### config.mk
export PLATFORM = sky130hd
export DESIGN_NAME = lvbr_ram
export DESIGN_NICKNAME = d
export VERILOG_FILES = /design/src/hdl/lvbr_ram.sv
export SDC_FILE = /design/constraint.sdc
export NUM_CORES = 1
export LEC_CHECK = 0
export BUFFER_PORTS_ARGS = -buffer_cell sky130_fd_sc_hd__buf_2
export CAP_MARGIN = 5
export CORE_AREA = 2 2 93 95
export CTS_BUF_LIST = sky130_fd_sc_hd__clkbuf_2
export DETAILED_ROUTE_END_ITERATION = 8
export DIE_AREA = 0 0 95 97
export PLACE_DENSITY = 0.91
export RECOVER_POWER = 50
export SETUP_SLACK_MARGIN = 0.2
export SYNTH_ARGS = -nofsm -noshare
export SYNTH_HDL_FRONTEND = slang
export SYNTH_SLANG_ARGS = --single-unit
### constraint.sdc
create_clock -name clk_i -period 2.55 [get_ports clk_i]
set_input_delay 0.3825 -clock clk_i [delete_from_list [all_inputs] [get_ports clk_i]]
set_output_delay 0.3825 -clock clk_i [all_outputs]
set_load 0.01 [all_outputs]
### src/hdl/lvbr_ram.sv
// ----------------------------------------------------------------------------
// lvbr_ram
// simple dual port ram, one write and one registered read port
// ----------------------------------------------------------------------------
module lvbr_ram #(
  parameter int unsigned Width = 8,
  parameter int unsigned Depth = 16
) (
  input  logic                     clk_i,
  input  logic                     we_i,
  input  logic [$clog2(Depth)-1:0] waddr_i,
  input  logic [Width-1:0]         wdata_i,
  input  logic                     re_i,
  input  logic [$clog2(Depth)-1:0] raddr_i,
  output logic [Width-1:0]         rdata_o
);

  logic [Width-1:0] mem_q [Depth];
  logic [Width-1:0] rdata_q;

  always_ff @(posedge clk_i) begin
    if (we_i) begin
      mem_q[waddr_i] <= wdata_i;
    end
    if (re_i) begin
      rdata_q <= mem_q[raddr_i];
    end
  end

  assign rdata_o = rdata_q;

endmodule
==> reports/qor.txt <==
Slew Viols, Final -> 0
vias in the first global route -> 2546
first-pass GRT wire length -> 14.8 mm
highest routed layer -> met4
CP required -> 2.17 ns
Synth cell types -> 18
Root Buffer -> clkbuf_2
P_sw -> 874 µW
TritonCTS clock tree -> yes
# rows -> 33
WL met1 -> 3.73 mm
Die Span X -> 95 µm
Sw Share -> 20.2%
highest clock rate -> 0.609 GHz
Mapped Cells -> 229
initial antenna violation count -> 0
CP bufs+invs -> 1
Final Hold Violating Endpoints -> 0
maxcap violations -> 0
Slew headroom -> 46.6%
DRT Pass-1 Iters -> 6
CP arrival -> 1.26 ns
I/O pin count -> 27
status -> finished, final reports clean
Fill cells -> 468
final setup vio count -> 0
DR WL/cell -> 24.5 µm
post-route ant nets -> 0
Top FF cell, synth -> edfxtp_1
Yosys Warn Count -> 0
final instance area -> 5820 µm²
leak pwr -> 0.00193 µW
cts hold-fix bufs -> 0
Final Critical Period -> 1.64 ns
VDD IR-drop max -> 0.000351 V
share of cells above drive strength 1 -> 27.0%
met2 wire length -> 4.77 mm
WS Path Type -> reg2out
sequential fraction of the synthesis area -> 78.1%
CP max FO -> 1
PD cells -> 743 nW/µm²
CTS buffer count -> 17
GPL Wtd Cong -> 0.772
total gr overflow -> 0
worst clock skew -> 0.0296 ns
syn nets -> 248
Post-CTS Resized -> 0
worst skew pair latency -> 0.65 ns
CTS H-tree depth -> 4
Critical Path Source Type -> flip-flop
wire length on met3 -> 926 µm
Clock power frac -> 36.3%
Reg power frac -> 58.5%
floorplan core area -> 8130 µm²
P_int -> 3450 µW
Comb pwr share -> 5.1%
CTS sink cnt -> 136
number of synthesized flops with an enable pin -> 136
die footprint -> 9220 µm²
worst-case clock buffer depth -> 2
gr usage total -> 23.5%
Mapped Avg Cell Area -> 22.8 µm²
Mapped Area -> 5230 µm²
Layout Nets -> 296
Tcrit/Tclk final -> 64.4%
RSZ-0062 raised after global routing -> false
drt drc -> 0
Async S/R FF share, synth -> 0%
Port-buffer cells -> 26
Synth Register Bits -> 136
final WL -> 9.65 mm
pin count of the biggest net entering global routing -> 33
dpl hpwl -> 5.93 mm
worst min-delay path class -> in2reg
Slew @ Worst Pin -> 0.798 ns
postcts setup bufs -> 0
ant diodes -> 0
crit path max-delay cell type -> edfxtp_1
worst-path cell chain -> buf_2
CP delay by family, top -> flip-flops
Worst-path clk slew -> 0.19 ns
initial core utilization -> 64.3%
Iteration-0 DRC Markers -> 382
Area Growth Syn to Fin -> 11.3%
TNS Setup -> 0 ns
slowest stage delay, CP -> 0.45 ns
Die H -> 97 µm
Post-DP Area -> 5510 µm²
via count -> 2492
Crit. End Element -> primary output
Vias per Instance -> 6.32
cell type report:
class,count,area [µm²],share of cell area [%]
multi-input combinational,83,1060,18.2
tap,105,131,2.26
timing repair buffer,39,224,3.85
clock inverter,12,225,3.87
clock buffer,19,95.1,1.63
sequential,136,4080,70.2
stage by stage:
step / instances / hold slack (ns) / power (µW) / setup WS [ns] / utilization (%)
finish: 394 / 0.195 / 4320 / 0.907 / 71.5
global route: 394 / 0.175 / 4460 / 0.829 / 71.5
CTS: 394 / 0.0394 / 4350 / 0.855 / 71.7
detailed placement: 363 / 0.740 / 2800 / 0.483 / 67.8
global placement: 363 / 0.722 / 2790 / 0.504 / 67.8
floorplan: 229 / 0.481 / 2710 / 0.675 / -
power by group through the flow:
stage / Sequential, µW / Combinational (µW) / Clock [µW]
global placement: 2580 / 215 / 0
floorplan: 2580 / 127 / 0
detailed placement: 2580 / 224 / 0
global route: 2540 / 241 / 1680
CTS: 2530 / 226 / 1600
finish: 2530 / 223 / 1570
synth_stat cells (2+ instances only):
cell type,number,area share [%]
buf_2,3,0.29
a22oi_1,16,2.3
buf_6,3,0.65
nor3_1,4,0.38
nand3b_1,2,0.29
clkdlybuf4s25_2,3,0.57
mux4_1,14,7.0
edfxtp_1,136,78
nor2_1,13,0.93
nand2_1,9,0.65
mux4_2,18,7.8
nand2b_1,2,0.24
cells in the final DEF, fill, tap and decap left out, types with 9 or more instances in the layout:
| master | n |
|---|---|
| buf_2 | 16 |
| nor2_1 | 13 |
| clkbuf_2 | 19 |
| clkbuf_1 | 11 |
| buf_4 | 11 |
| mux4_1 | 14 |
| mux4_2 | 18 |
| nand2_1 | 9 |
| a22oi_1 | 16 |
| edfxtp_1 | 136 |
cell families (layout without fill, tap and decap cells):
kind of cell	Yosys count	after routing	synth area share (%)
AO/OA/AOI/OAI	16	16	2.30
multiplexers	32	32	14.8
AND/OR/NAND/NOR	35	35	3.14
flip-flops	136	136	78.1
buffers and inverters	10	70	1.65
registers in the layout (all words and copies together) (netlist names):
name	cells
rdata_o	8
mem_q	128
worst paths after layout:
path,from,cells past startpoint,to,slack (ns)
worst max register to register,mem_q[1][1],3,rdata_o[1],1.02
worst min register to register,mem_q[15][5],3,rdata_o[5],0.76
worst max-delay path,rdata_o[2],1,rdata_o[2],0.91
worst min-delay path,wdata_i[0],1,mem_q[6][0],0.20
routing by layer:
layer / GRT usage, % / vias to the layer above
met1: 34.5 / 1246
li1: - / 1076
met3: 4.98 / 17
met2: 34.6 / 153
met5: 0 / -
met4: 10.8 / 0
Note: power is estimated with default switching activity, not from simulation.
